**src/rtl/oale_pkg.sv**
```systemverilog
// ----------------------------------------------------------------------------
// Ordered array list engine package
// Item types, command and status codes, and sizing constants shared by the
// list engine and its word store.
// ----------------------------------------------------------------------------
package oale_pkg;

  // Default number of slots in the word store.
  localparam int OALE_DEPTH = 16;

  // Field widths fixed by the item format.
  localparam int CMD_W    = 3;
  localparam int IDX_W    = 4;
  localparam int WORD_W   = 32;
  localparam int STATUS_W = 2;
  localparam int COUNT_W  = 5;

  // Command codes. Codes five to seven are unused and change nothing.
  localparam logic [CMD_W-1:0] CMD_APPEND    = 3'd0;
  localparam logic [CMD_W-1:0] CMD_INSERT    = 3'd1;
  localparam logic [CMD_W-1:0] CMD_DELETE    = 3'd2;
  localparam logic [CMD_W-1:0] CMD_READ      = 3'd3;
  localparam logic [CMD_W-1:0] CMD_OVERWRITE = 3'd4;

  // Status codes.
  localparam logic [STATUS_W-1:0] ST_OK        = 2'd0;
  localparam logic [STATUS_W-1:0] ST_OVERFLOW  = 2'd1;
  localparam logic [STATUS_W-1:0] ST_BADINDEX  = 2'd2;
  localparam logic [STATUS_W-1:0] ST_UNDERFLOW = 2'd3;

  // Word written into the slot a delete vacates and returned when there is nothing to read.
  localparam logic signed [WORD_W-1:0] EMPTY_WORD = -32'sd1;

  typedef struct packed {
    logic [CMD_W-1:0]         command;
    logic [IDX_W-1:0]         index;
    logic signed [WORD_W-1:0] value;
  } oale_in_t;

  typedef struct packed {
    logic [STATUS_W-1:0]      status;
    logic signed [WORD_W-1:0] read_value;
    logic [COUNT_W-1:0]       element_count;
  } oale_out_t;

endpackage

```
**src/rtl/oale_ram.sv**
```systemverilog
// ----------------------------------------------------------------------------
// Ordered array list word store
// One write port and one read port with registered read data.
// ----------------------------------------------------------------------------
module oale_ram #(
  parameter int DEPTH = oale_pkg::OALE_DEPTH,
  parameter int AW    = $clog2(DEPTH)
) (
  input  logic                               clk,
  input  logic                               wr_en,
  input  logic [AW-1:0]                      wr_addr,
  input  logic signed [oale_pkg::WORD_W-1:0] wr_data,
  input  logic                               rd_en,
  input  logic [AW-1:0]                      rd_addr,
  output logic signed [oale_pkg::WORD_W-1:0] rd_data
);
  import oale_pkg::*;

  logic signed [WORD_W-1:0] mem [DEPTH];

  always_ff @(posedge clk) begin
    if (wr_en) begin
      mem[wr_addr] <= wr_data;
    end
  end

  always_ff @(posedge clk) begin
    if (rd_en) begin
      rd_data <= mem[rd_addr];
    end
  end

endmodule

```
**src/rtl/ordered_array_list_engine.sv**
```systemverilog
// An error or unknown command goes straight to the response step; append and overwrite
// use the final write step, read a read and a move step, insert and delete a read and a
// move step per shifted slot and then the final write step; the port is ready again as the
// result is raised, later only while an earlier result is still held by the receiver.
// Items are taken one at a time; a shift moves one slot per read and move step over the
// store port. Reset clears the fill count to zero and sets the capacity register to 16;
// the store is not cleared, since no slot at or above the fill count is ever read.
// ----------------------------------------------------------------------------
// Ordered array list engine
// Keeps a packed list of signed words with append, insert, delete, read and
// overwrite commands, one result item per command.
// ----------------------------------------------------------------------------
module ordered_array_list_engine #(
  parameter int DEPTH = oale_pkg::OALE_DEPTH
) (
  input  logic                               clk,
  input  logic                               rst_n,
  // Command items.
  input  logic                               in_valid,
  output logic                               in_ready,
  input  oale_pkg::oale_in_t                 in_data,
  // Result items.
  output logic                               out_valid,
  input  logic                               out_ready,
  output oale_pkg::oale_out_t                out_data,
  // Capacity register write.
  input  logic                               cfg_valid,
  output logic                               cfg_ready,
  input  logic [oale_pkg::COUNT_W-1:0]       cfg_data
);
  import oale_pkg::*;

  // The store address covers DEPTH slots. The fill count only grows while it
  // is below the usable capacity, which is the capacity register limited to
  // DEPTH and to what five bits can count.
  localparam int AW = $clog2(DEPTH);
  localparam int CAP_LIM = (DEPTH > 31) ? 31 : DEPTH;
  localparam logic [COUNT_W-1:0] CAP_MAX = COUNT_W'(CAP_LIM);

  // The sequencer. Every command is checked on the cycle it is taken. A read or a
  // shift step reads one slot, then the move step returns what came back (read) or
  // writes it one slot up (insert) or down (delete). The last step writes the new
  // word (append, insert, overwrite) or the empty word (delete) and updates the count.
  typedef enum logic [4:0] {
    S_IDLE = 5'b00001,
    S_READ = 5'b00010,
    S_MOVE = 5'b00100,
    S_LAST = 5'b01000,
    S_RESP = 5'b10000
  } state_t;

  state_t                   state_r,  state_nxt;
  logic [COUNT_W-1:0]       fill_r,   fill_nxt;
  logic [COUNT_W-1:0]       cap_r;
  logic [COUNT_W-1:0]       ptr_r,    ptr_nxt;
  logic [CMD_W-1:0]         cmd_r,    cmd_nxt;
  logic [IDX_W-1:0]         idx_r,    idx_nxt;
  logic signed [WORD_W-1:0] ldata_r,  ldata_nxt;
  logic [STATUS_W-1:0]      status_r, status_nxt;
  logic signed [WORD_W-1:0] rdval_r,  rdval_nxt;
  logic                     out_valid_r, out_valid_nxt;
  oale_out_t                out_data_r,  out_data_nxt;

  logic [COUNT_W-1:0]       cap_use;
  logic [COUNT_W-1:0]       idx_x;
  logic [COUNT_W-1:0]       fill_inc;
  logic [COUNT_W-1:0]       fill_dec;
  logic [COUNT_W-1:0]       neighbor;
  logic                     shifting;

  logic                     wr_en;
  logic [AW-1:0]            wr_addr;
  logic signed [WORD_W-1:0] wr_data;
  logic                     rd_en;
  logic [AW-1:0]            rd_addr;
  logic signed [WORD_W-1:0] rd_data;

  oale_ram #(
    .DEPTH (DEPTH),
    .AW    (AW)
  ) u_ram (
    .clk     (clk),
    .wr_en   (wr_en),
    .wr_addr (wr_addr),
    .wr_data (wr_data),
    .rd_en   (rd_en),
    .rd_addr (rd_addr),
    .rd_data (rd_data)
  );

  assign in_ready  = (state_r == S_IDLE);
  assign cfg_ready = 1'b1;
  assign out_valid = out_valid_r;
  assign out_data  = out_data_r;

  // A capacity above what the store holds acts as the full store.
  assign cap_use  = (cap_r > CAP_MAX) ? CAP_MAX : cap_r;
  assign idx_x    = {1'b0, in_data.index};
  assign fill_inc = fill_r + 5'd1;
  assign fill_dec = fill_r - 5'd1;

  // The shared step unit: the slot next to the pointer in the direction of
  // the shift. Insert walks down from the top, delete walks up from the index.
  assign shifting = (cmd_r == CMD_INSERT) || (cmd_r == CMD_DELETE);
  assign neighbor = ptr_r + ((cmd_r == CMD_INSERT) ? 5'h1F : 5'h01);

  always_comb begin
    state_nxt     = state_r;
    fill_nxt      = fill_r;
    ptr_nxt       = ptr_r;
    cmd_nxt       = cmd_r;
    idx_nxt       = idx_r;
    ldata_nxt     = ldata_r;
    status_nxt    = status_r;
    rdval_nxt     = rdval_r;
    out_valid_nxt = out_valid_r && !out_ready;
    out_data_nxt  = out_data_r;
    wr_en         = 1'b0;
    wr_addr       = AW'(ptr_r);
    wr_data       = ldata_r;
    rd_en         = 1'b0;
    rd_addr       = shifting ? AW'(neighbor) : AW'(ptr_r);

    unique case (state_r)
      S_IDLE: begin
        if (in_valid) begin
          cmd_nxt    = in_data.command;
          idx_nxt    = in_data.index;
          ldata_nxt  = in_data.value;
          status_nxt = ST_OK;
          rdval_nxt  = EMPTY_WORD;
          state_nxt  = S_RESP;
          case (in_data.command)
            CMD_APPEND: begin
              if (fill_r >= cap_use) begin
                status_nxt = ST_OVERFLOW;
              end else begin
                ptr_nxt   = fill_r;
                state_nxt = S_LAST;
              end
            end
            CMD_INSERT: begin
              // The index is checked before the room.
              if (idx_x > fill_r) begin
                status_nxt = ST_BADINDEX;
              end else if (fill_r >= cap_use) begin
                status_nxt = ST_OVERFLOW;
              end else begin
                ptr_nxt   = fill_r;
                state_nxt = (idx_x == fill_r) ? S_LAST : S_READ;
              end
            end
            CMD_DELETE: begin
              // An empty list is reported before a bad index.
              if (fill_r == 5'd0) begin
                status_nxt = ST_UNDERFLOW;
              end else if (idx_x >= fill_r) begin
                status_nxt = ST_BADINDEX;
              end else begin
                ptr_nxt   = idx_x;
                ldata_nxt = EMPTY_WORD;
                state_nxt = (idx_x == fill_dec) ? S_LAST : S_READ;
              end
            end
            CMD_READ: begin
              if (idx_x >= fill_r) begin
                status_nxt = ST_BADINDEX;
              end else begin
                ptr_nxt   = idx_x;
                state_nxt = S_READ;
              end
            end
            CMD_OVERWRITE: begin
              if (idx_x >= fill_r) begin
                status_nxt = ST_BADINDEX;
              end else begin
                ptr_nxt   = idx_x;
                state_nxt = S_LAST;
              end
            end
            default: begin
              state_nxt = S_RESP;
            end
          endcase
        end
      end
      S_READ: begin
        rd_en     = 1'b1;
        state_nxt = S_MOVE;
      end
      S_MOVE: begin
        if (cmd_r == CMD_READ) begin
          rdval_nxt = rd_data;
          state_nxt = S_RESP;
        end else begin
          wr_en   = 1'b1;
          wr_data = rd_data;
          ptr_nxt = neighbor;
          if ((cmd_r == CMD_INSERT) ? (neighbor == {1'b0, idx_r}) : (neighbor == fill_dec)) begin
            state_nxt = S_LAST;
          end else begin
            state_nxt = S_READ;
          end
        end
      end
      S_LAST: begin
        wr_en = 1'b1;
        case (cmd_r) inside
          CMD_APPEND, CMD_INSERT: fill_nxt = fill_inc;
          CMD_DELETE:             fill_nxt = fill_dec;
          default:                fill_nxt = fill_r;
        endcase
        state_nxt = S_RESP;
      end
      S_RESP: begin
        // Wait here only while the previous result has not been taken.
        if (!out_valid_r || out_ready) begin
          out_valid_nxt              = 1'b1;
          out_data_nxt.status        = status_r;
          out_data_nxt.read_value    = rdval_r;
          out_data_nxt.element_count = fill_r;
          state_nxt                  = S_IDLE;
        end
      end
      default: begin
        state_nxt = S_IDLE;
      end
    endcase
  end

  // Control state.
  always_ff @(posedge clk) begin
    if (!rst_n) begin
      state_r     <= S_IDLE;
      fill_r      <= '0;
      cap_r       <= 5'd16;
      out_valid_r <= 1'b0;
    end else begin
      state_r     <= state_nxt;
      fill_r      <= fill_nxt;
      out_valid_r <= out_valid_nxt;
      if (cfg_valid && cfg_ready) begin
        cap_r <= cfg_data;
      end
    end
  end

  // Working registers of the current item and the result register.
  always_ff @(posedge clk) begin
    ptr_r      <= ptr_nxt;
    cmd_r      <= cmd_nxt;
    idx_r      <= idx_nxt;
    ldata_r    <= ldata_nxt;
    status_r   <= status_nxt;
    rdval_r    <= rdval_nxt;
    out_data_r <= out_data_nxt;
  end

  // The fill count never passes the usable limit of the store.
  a_fill_bound: assert property (@(posedge clk) disable iff (!rst_n)
    fill_r <= CAP_MAX)
    else $error("fill count above store limit");

  // The fill count only moves on the final write step of a command.
  a_fill_step: assert property (@(posedge clk) disable iff (!rst_n)
    ($past(rst_n) && !$stable(fill_r)) |-> ($past(state_r) == S_LAST))
    else $error("fill count changed outside the final write step");

  // Store accesses of a command stay within the list or the slot just above it.
  a_ptr_live: assert property (@(posedge clk) disable iff (!rst_n)
    (state_r == S_READ || state_r == S_MOVE || state_r == S_LAST) |-> (ptr_r <= fill_r))
    else $error("store pointer beyond the list");

  // A taken item blocks the port until its result is produced.
  a_busy: assert property (@(posedge clk) disable iff (!rst_n)
    (in_valid && in_ready) |=> !in_ready)
    else $error("new item taken while one is in progress");

  // A result only appears from the response step.
  a_result_src: assert property (@(posedge clk) disable iff (!rst_n)
    ($past(rst_n) && $rose(out_valid_r)) |-> ($past(state_r) == S_RESP))
    else $error("result raised outside the response step");

endmodule
```
**config.mk**
```make
export PLATFORM = sky130hd
export DESIGN_NAME = ordered_array_list_engine
export DESIGN_NICKNAME = d
export VERILOG_FILES = /design/src/rtl/oale_pkg.sv /design/src/rtl/oale_ram.sv /design/src/rtl/ordered_array_list_engine.sv
export SDC_FILE = /design/constraint.sdc
export NUM_CORES = 1
export LEC_CHECK = 0
export ABC_AREA = 1
export BUFFER_PORTS_ARGS = -buffer_cell sky130_fd_sc_hd__buf_2
export CORE_ASPECT_RATIO = 0.6
export CORE_UTILIZATION = 45
export CTS_BUF_LIST = sky130_fd_sc_hd__clkbuf_16
export DETAILED_ROUTE_END_ITERATION = 8
export PLACE_DENSITY = 0.73
export SYNTH_ARGS = -nofsm -noshare
export SYNTH_HDL_FRONTEND = slang
export SYNTH_HIERARCHICAL = 1
export SYNTH_SLANG_ARGS = --single-unit
```
**constraint.sdc**
```tcl
create_clock -name clk -period 9.7 [get_ports clk]
set_clock_uncertainty 0.15 [all_clocks]
set_input_delay 0 -clock clk [delete_from_list [all_inputs] [get_ports clk]]
set_output_delay 0 -clock clk [all_outputs]
set_load 0.02 [all_outputs]
```
==> out/results.ini, run 1 <==
[detailed_routing]
drt_first_pass_iters = 7
wl_per_cell_um = 18.69
routed.top_layer = met4
met2_length_mm = 29.87
wl_met3_mm = 7.721
ant_nets = 0
drc = 0
vias = 19490
drt_wl_total_mm = 70.52
drtIter0Drc = 2486
via_per_inst = 5.163
wl_met1_mm = 31.40

[timing]
drv_slew = 0
finalCritPeriodShare_pct = 49.16
fmax_mhz = 209.7
finalCriticalPeriod_ns = 4.768
relSlewSlack_pct = 15.15
tns_ns = 0
rsz0062_at_grt = no
worst_slack_ns = 4.932
worst_slew_pin_slew_ns = 1.273
finalSetupViolations = 0
timing_hold_violations_final = 0
whs_ns = 0.02861

[die]
dieArea_um2 = 66210
ioPinCount = 91
fp-row-count = 72
die_w_um = 331.5
start_util_pct = 45.51
die_h_um = 199.7
design.core.area_um2 = 64410

[synthesis]
synth-edff-count = 661
ys_seq_elements = 677
yosys.area.top_type = edfxtp_1
ys.flop_type = edfxtp_1
yosysSeqAreaShare_pct = 68.80
synth.distinct_cells = 40
syn_area_um2 = 29320
postSynth.asyncResetShare_pct = 0
synth.net_count = 2817
synth.top_cell.area_share_pct = 67.71
synth_cells = 2752
ys_top_cells_by_area = edfxtp_1 (68%), nand2_1 (10%), nand3_1 (7.2%), inv_1 (6.0%), buf_6 (1.2%)
syn_area_per_cell_um2 = 10.65
synth_warnings = 6

[place]
gp_congestion = 0.8739
dp_cells = 3605
dp_hpwl_mm = 37.75
placed_cell_area_um2 = 30530
place_ws_ns = 5.067
portBuffers = 89

[clock_tree]
clockRootBuffer = clkbuf_16
cts_hold_buf = 69
clk_latency_ns = 0.62
cts_buffers = 56
clk_path_buf_depth = 3
cts.sinks = 677
clk_pin_slew_ns = 0.07
postCtsSetupBuffers = 0
cts_htree_levels = 2
cts_resized = 0
cts_tree = yes

[worst_setup_path]
cp-start-kind = flip-flop
cp_max_fo = 76
crit_path_end_kind = flip-flop
crit_start = cmd_r[2]
crit_top_cell = nand3_1
worstSetupPathType = flip-flop to flip-flop
cp.arrival_ns = 5.10
critPathSlowestCell = inv_4
max_stage_delay_ns = 0.73
crit_chain = nor2_2, nand2_2, inv_1, fa_1, inv_1, o21ai_4, buf_4, inv_4, buf_4, nand3_1, nand3_1, nand3_1, nand2_1
timing.rr.start = cmd_r[2]
cp.required_ns = 10.03
crit_family = buffers and inverters
crit_buf_inv = 5

[global_routing]
grt_pass1_vias = 18210
grt-ovfl-total = 0
grt_max_degree = 101
antenna_found_initial = 1
grt_pass1_wl_mm = 107.7
grtUsageTotal_pct = 21.37

[final_layout]
fin_area_um2 = 33030
areaGrowthSynthToFinish_pct = 12.65
fin_nets = 2946
drive_above_1_share_pct = 9.545
fillers = 5522
multi_input_area_um2 = 6771
stdcell_count = 3774
regArea_um2 = 20170
antennaDiodeCount = 0

[power]
powerDensity_nw_per_um2 = 207.9
vdd_drop_max_v = 0.0001514
p_leak_nw = 13.73

[job]
maxCapViolations = 0

[min_path]
hold_path.class = primary input to flip-flop
hp-start = in_data[16]

[outcome]
status = complete, no violations

==> cell type report <==
cell class                 count  area share, %
timing repair buffer         198          4.349
clock buffer                  58          4.395
inverter                     471          5.376
clock inverter                42          1.080
multi-input combinational   1477          20.50
sequential                   677          61.07
tap                          851          3.224
==> cell usage in the layout, fill, tap and decap left out, drive strengths merged, types with 15 or more instances in the layout <==
cell type    Yosys  routed
dfxtp           16      16
buf            107     129
clkbuf          20      58
o21ai           28      28
edfxtp         661     661
a21oi           52      52
nand2          809     809
dlygate4sd3      0      69
or2             33      33
nand3          426     426
nor2            85      85
inv            471     478
ha              15      15
clkinv           0      26
==> kinds of logic (layout without fill, tap and decap cells) <==
family	count (synthesis)	after routing	synth area share, %
XOR/XNOR	5	5	0.1494
AND/OR/NAND/NOR	1368	1368	19.91
adder cells (fa/ha/maj)	16	16	0.7085
buffers and inverters	598	769	8.830
flip-flops	677	677	68.80
AO/OA/AOI/OAI	87	87	1.592
other	1	1	0.01279
==> synthesized netlist by cell type, types with 2 or more instances <==
| master | number |
|---|---|
| nand3_1 | 424 |
| clkbuf_2 | 5 |
| clkbuf_1 | 15 |
| nand3_2 | 2 |
| nor2_4 | 2 |
| xor2_1 | 3 |
| dfxtp_1 | 16 |
| nor3_1 | 2 |
| a21oi_1 | 51 |
| xnor2_1 | 2 |
| inv_1 | 468 |
| buf_6 | 30 |
| buf_2 | 51 |
| ha_1 | 15 |
| nand4_1 | 5 |
| buf_1 | 17 |
| or2_2 | 31 |
| o21ai_0 | 28 |
| nor2_2 | 4 |
| edfxtp_1 | 661 |
| inv_2 | 2 |
| buf_4 | 8 |
| or2_1 | 2 |
| nand3b_1 | 6 |
| nor2_1 | 79 |
| nand2_1 | 808 |
| a31oi_1 | 2 |
==> metrics by stage <==
stage,power [mW],util [%]
floorplan,4.331,-
global placement,4.586,47.39
detailed placement,4.607,47.39
CTS,6.887,51.27
global route,7.158,51.27
finish,6.866,51.27
==> worst paths after layout <==
check	depth (start not counted)	endpoint	slack, ns
worst min-delay path	3	ldata_r[16]	0.03
worst max register to register	13	u_ram/rd_data[2]	4.93
worst min register to register	0	out_data[23]	0.27
worst max-delay path	13	u_ram/rd_data[2]	4.93
==> report_power, final <==
part / total (mW) / internal (mW) / switching, mW
sequential: 3.34 / 3.32 / 0.0209
combinational: 1.24 / 0.350 / 0.892
clock: 2.28 / 1.24 / 1.04
total: 6.87 / 4.91 / 1.95
==> flip-flops by register name, indices dropped and copies added (netlist names) <==
| register | cells |
|---|---|
| cap_r | 5 |
| cmd_r | 3 |
| fill_r | 5 |
| idx_r | 4 |
| ldata_r | 32 |
| out_data | 39 |
| out_valid | 1 |
| ptr_r | 5 |
| rdval_r | 32 |
| state_r | 5 |
| status_r | 2 |
| u_ram/mem | 512 |
| u_ram/rd_data | 32 |
==> tightest hold or removal path, stage by stage <==
cell and delay [ns]:
dlygate4sd3_1 0.52, buf_2 0.09, or2_2 0.09
==> per-layer routing <==
layer	global-route usage (%)	vias to the layer above
met5	0	-
li1	-	9223
met3	4.163	115
met1	32.63	9151
met4	5.409	0
met2	31.17	997
Note: power is estimated with default switching activity, not from simulation.
==> run 2: changes to the inputs <==
- clock period: 9.7 -> 4.6 ns (I/O delays scaled with it)
==> run 2 against run 1 <==
- setup slack got worse by 4.4 ns
- clock power increased by 110%
- routed wire length increased by 1.3%
- largest cell class unchanged
- first-iteration DRC count increased by 14%
- combinational power increased by 120%
- final cell count increased by 0.50%
- maximum frequency increased by 17%
- power increased by 110%
- register-to-register slack got worse by 4.4 ns
==> out/results.ini, run 2 (synthesized netlist as in run 1, its figures left out) <==
[clock_tree]
cts.sinks = 677  ; unchanged
cts_tree = yes  ; unchanged
clockRootBuffer = clkbuf_16  ; unchanged
clk_path_buf_depth = 3  ; unchanged
postCtsSetupBuffers = 0  ; unchanged
clk_pin_slew_ns = 0.07  ; about the same
clk_latency_ns = 0.61  ; was 0.62 ns
cts_htree_levels = 2  ; unchanged
cts_buffers = 56  ; unchanged
cts_hold_buf = 69  ; unchanged
cts_resized = 0  ; unchanged

[global_routing]
grtUsageTotal_pct = 21.51  ; was 21.37%
grt-ovfl-total = 0  ; unchanged
grt_pass1_wl_mm = 108.6  ; was 107.7 mm
antenna_found_initial = 0  ; was 1
grt_pass1_vias = 18340  ; was 18210
grt_max_degree = 144  ; was 101

[final_layout]
mostFrequentLayoutCell = nand2_1  ; unchanged
post-route-util_pct = 51.63  ; was 51.27%
fillers = 5408  ; was 5522
areaGrowthSynthToFinish_pct = 13.44  ; was 12.65%
fin_nets = 2962  ; was 2946
antennaDiodeCount = 0  ; unchanged
largest_register_ffs = 512  ; unchanged
regArea_um2 = 20170  ; unchanged
multi_input_area_um2 = 6771  ; unchanged
mostFrequentLayoutCells = nand2_1 (808), edfxtp_1 (661), inv_1 (472)  ; unchanged
top_register = u_ram/mem  ; unchanged
drive_above_1_share_pct = 10.20  ; was 9.545%

[place]
portBuffers = 89  ; unchanged
gp_congestion = 0.8518  ; was 0.8739
dp_hpwl_mm = 37.97  ; was 37.75 mm
place_ws_ns = 0.6377  ; was 5.067 ns

[worst_setup_path]
critPathSlowestCell = buf_4  ; was inv_4
crit_top_cell = nand3_1  ; unchanged
cp.required_ns = 4.94  ; was 10.03 ns
cp_max_fo = 86  ; was 76
cp-start-kind = flip-flop  ; unchanged
crit_chain = nand2_2, inv_1, fa_1, inv_1, o21ai_4, buf_4, buf_4, nand3_1, nand3_1, nand3_1, nand2_1  ; was nor2_2, nand2_2, inv_1, fa_1, inv_1, o21ai_4, buf_4, inv_4, buf_4, nand3_1, nand3_1, nand3_1, nand2_1
cp.arrival_ns = 4.40  ; was 5.10 ns
crit_buf_inv = 4  ; was 5
worstSetupPathType = flip-flop to flip-flop  ; unchanged
crit_family = buffers and inverters  ; unchanged
crit_path_end_kind = flip-flop  ; unchanged
max_stage_delay_ns = 0.91  ; was 0.73 ns

[die]
dieArea_um2 = 66210  ; unchanged
die_w_um = 331.5  ; unchanged
start_util_pct = 45.51  ; unchanged
die_h_um = 199.7  ; unchanged
fp-row-count = 72  ; unchanged
ioPinCount = 91  ; unchanged
design.core.area_um2 = 64410  ; unchanged

[timing]
worst_slew_pin_slew_ns = 1.325  ; was 1.273 ns
drv_slew = 0  ; unchanged
finalCritPeriodShare_pct = 88.27  ; was 49.16%
rsz0062_at_grt = no  ; unchanged
relSlewSlack_pct = 10.76  ; was 15.15%
fmax_mhz = 246.3  ; was 209.7 MHz
finalCriticalPeriod_ns = 4.060  ; was 4.768 ns
tns_ns = 0  ; unchanged
timing_hold_violations_final = 0  ; unchanged
finalSetupViolations = 0  ; unchanged
whs_ns = 0.02858  ; was 0.02861 ns
worst_slack_ns = 0.5395  ; was 4.932 ns

[detailed_routing]
wl_per_cell_um = 18.83  ; was 18.69 um
vias = 19600  ; was 19490
drt_wl_total_mm = 71.44  ; was 70.52 mm
drc = 0  ; unchanged
drtIter0Drc = 2835  ; was 2486
ant_nets = 0  ; unchanged
via_per_inst = 5.168  ; was 5.163
drt_first_pass_iters = 6  ; was 7

[power]
pwr-share-seq_pct = 48.6  ; was 48.7%
p_leak_nw = 13.84  ; was 13.73 nW
intPower_mw = 10.32  ; was 4.913 mW
fin_total_pwr_mw = 14.50  ; was 6.866 mW
combPwrFrac_pct = 18.5  ; was 18.1%
powerDensity_nw_per_um2 = 436.0  ; was 207.9 nW/um^2
p_switching_mw = 4.186  ; was 1.953 mW
p_sw_share_pct = 28.86  ; was 28.45%
clkPwrFrac_pct = 32.9  ; was 33.2%
vdd_drop_max_v = 0.0003012  ; was 0.0001514 V

[outcome]
status = complete, no violations  ; unchanged

[min_path]
hold_path.class = primary input to flip-flop  ; unchanged

[job]
maxCapViolations = 0  ; unchanged

## run 2: changes by cell type in the layout (fill, tap and decap cells not counted), sizes merged
cell      before  now
buf          129  145
bufinv         6    4
clkinv        26   28
clkinvlp       3    5
inv          478  479
## run 2: per-stage QoR
step                std cells  area [um^2]
detailed placement       3621        30770
global placement         3621        30770
floorplan                2752        29320
CTS                      3793        33260
global route             3793        33260
finish                   3793        33260
## run 2: tightest hold or removal path, delay by kind of cell
kind / cells / cell delay (ns)
simple gates: 1 / 0.08
buf+inv: 2 / 0.61
## run 2: final cells by class
class	instances	area share, %
tap	851	3.202
sequential	677	60.64
multi-input combinational	1477	20.36
clock buffer	58	4.364
timing repair buffer	214	5.056
inverter	471	5.338
clock inverter	45	1.035
## run 2: power by group through the flow
stage	Sequential [mW]	Combinational, mW	Clock (mW)
2_1_floorplan	7.19	1.94	0
3_3_place_gp	7.18	2.55	0
3_5_place_dp	7.18	2.59	0
4_1_cts	7.04	2.65	4.83
5_1_grt	7.05	2.97	5.04
6_report	7.04	2.69	4.77
## run 2: worst paths after layout
kind	start	to	slack, ns	depth (start not counted)
worst max register to register	cmd_r[0]	u_ram/rd_data[19]	0.54	11
worst max-delay path	cmd_r[0]	u_ram/rd_data[19]	0.54	11
worst min-delay path	in_data[19]	ldata_r[19]	0.03	3
worst min register to register	rdval_r[4]	out_data[9]	0.27	0
## run 2: layer usage
| metal | part of all wire [%] | global-route usage (%) | up-vias | wire length [um] |
|---|---|---|---|---|
| li1 | - | - | 9249 | - |
| met1 | 44 | 31.95 | 9242 | 31780 |
| met2 | 44 | 33.03 | 974 | 31400 |
| met3 | 9.5 | 3.843 | 139 | 6780 |
| met4 | 2.1 | 4.789 | 0 | 1483 |
| met5 | 0 | 0 | - | 0 |
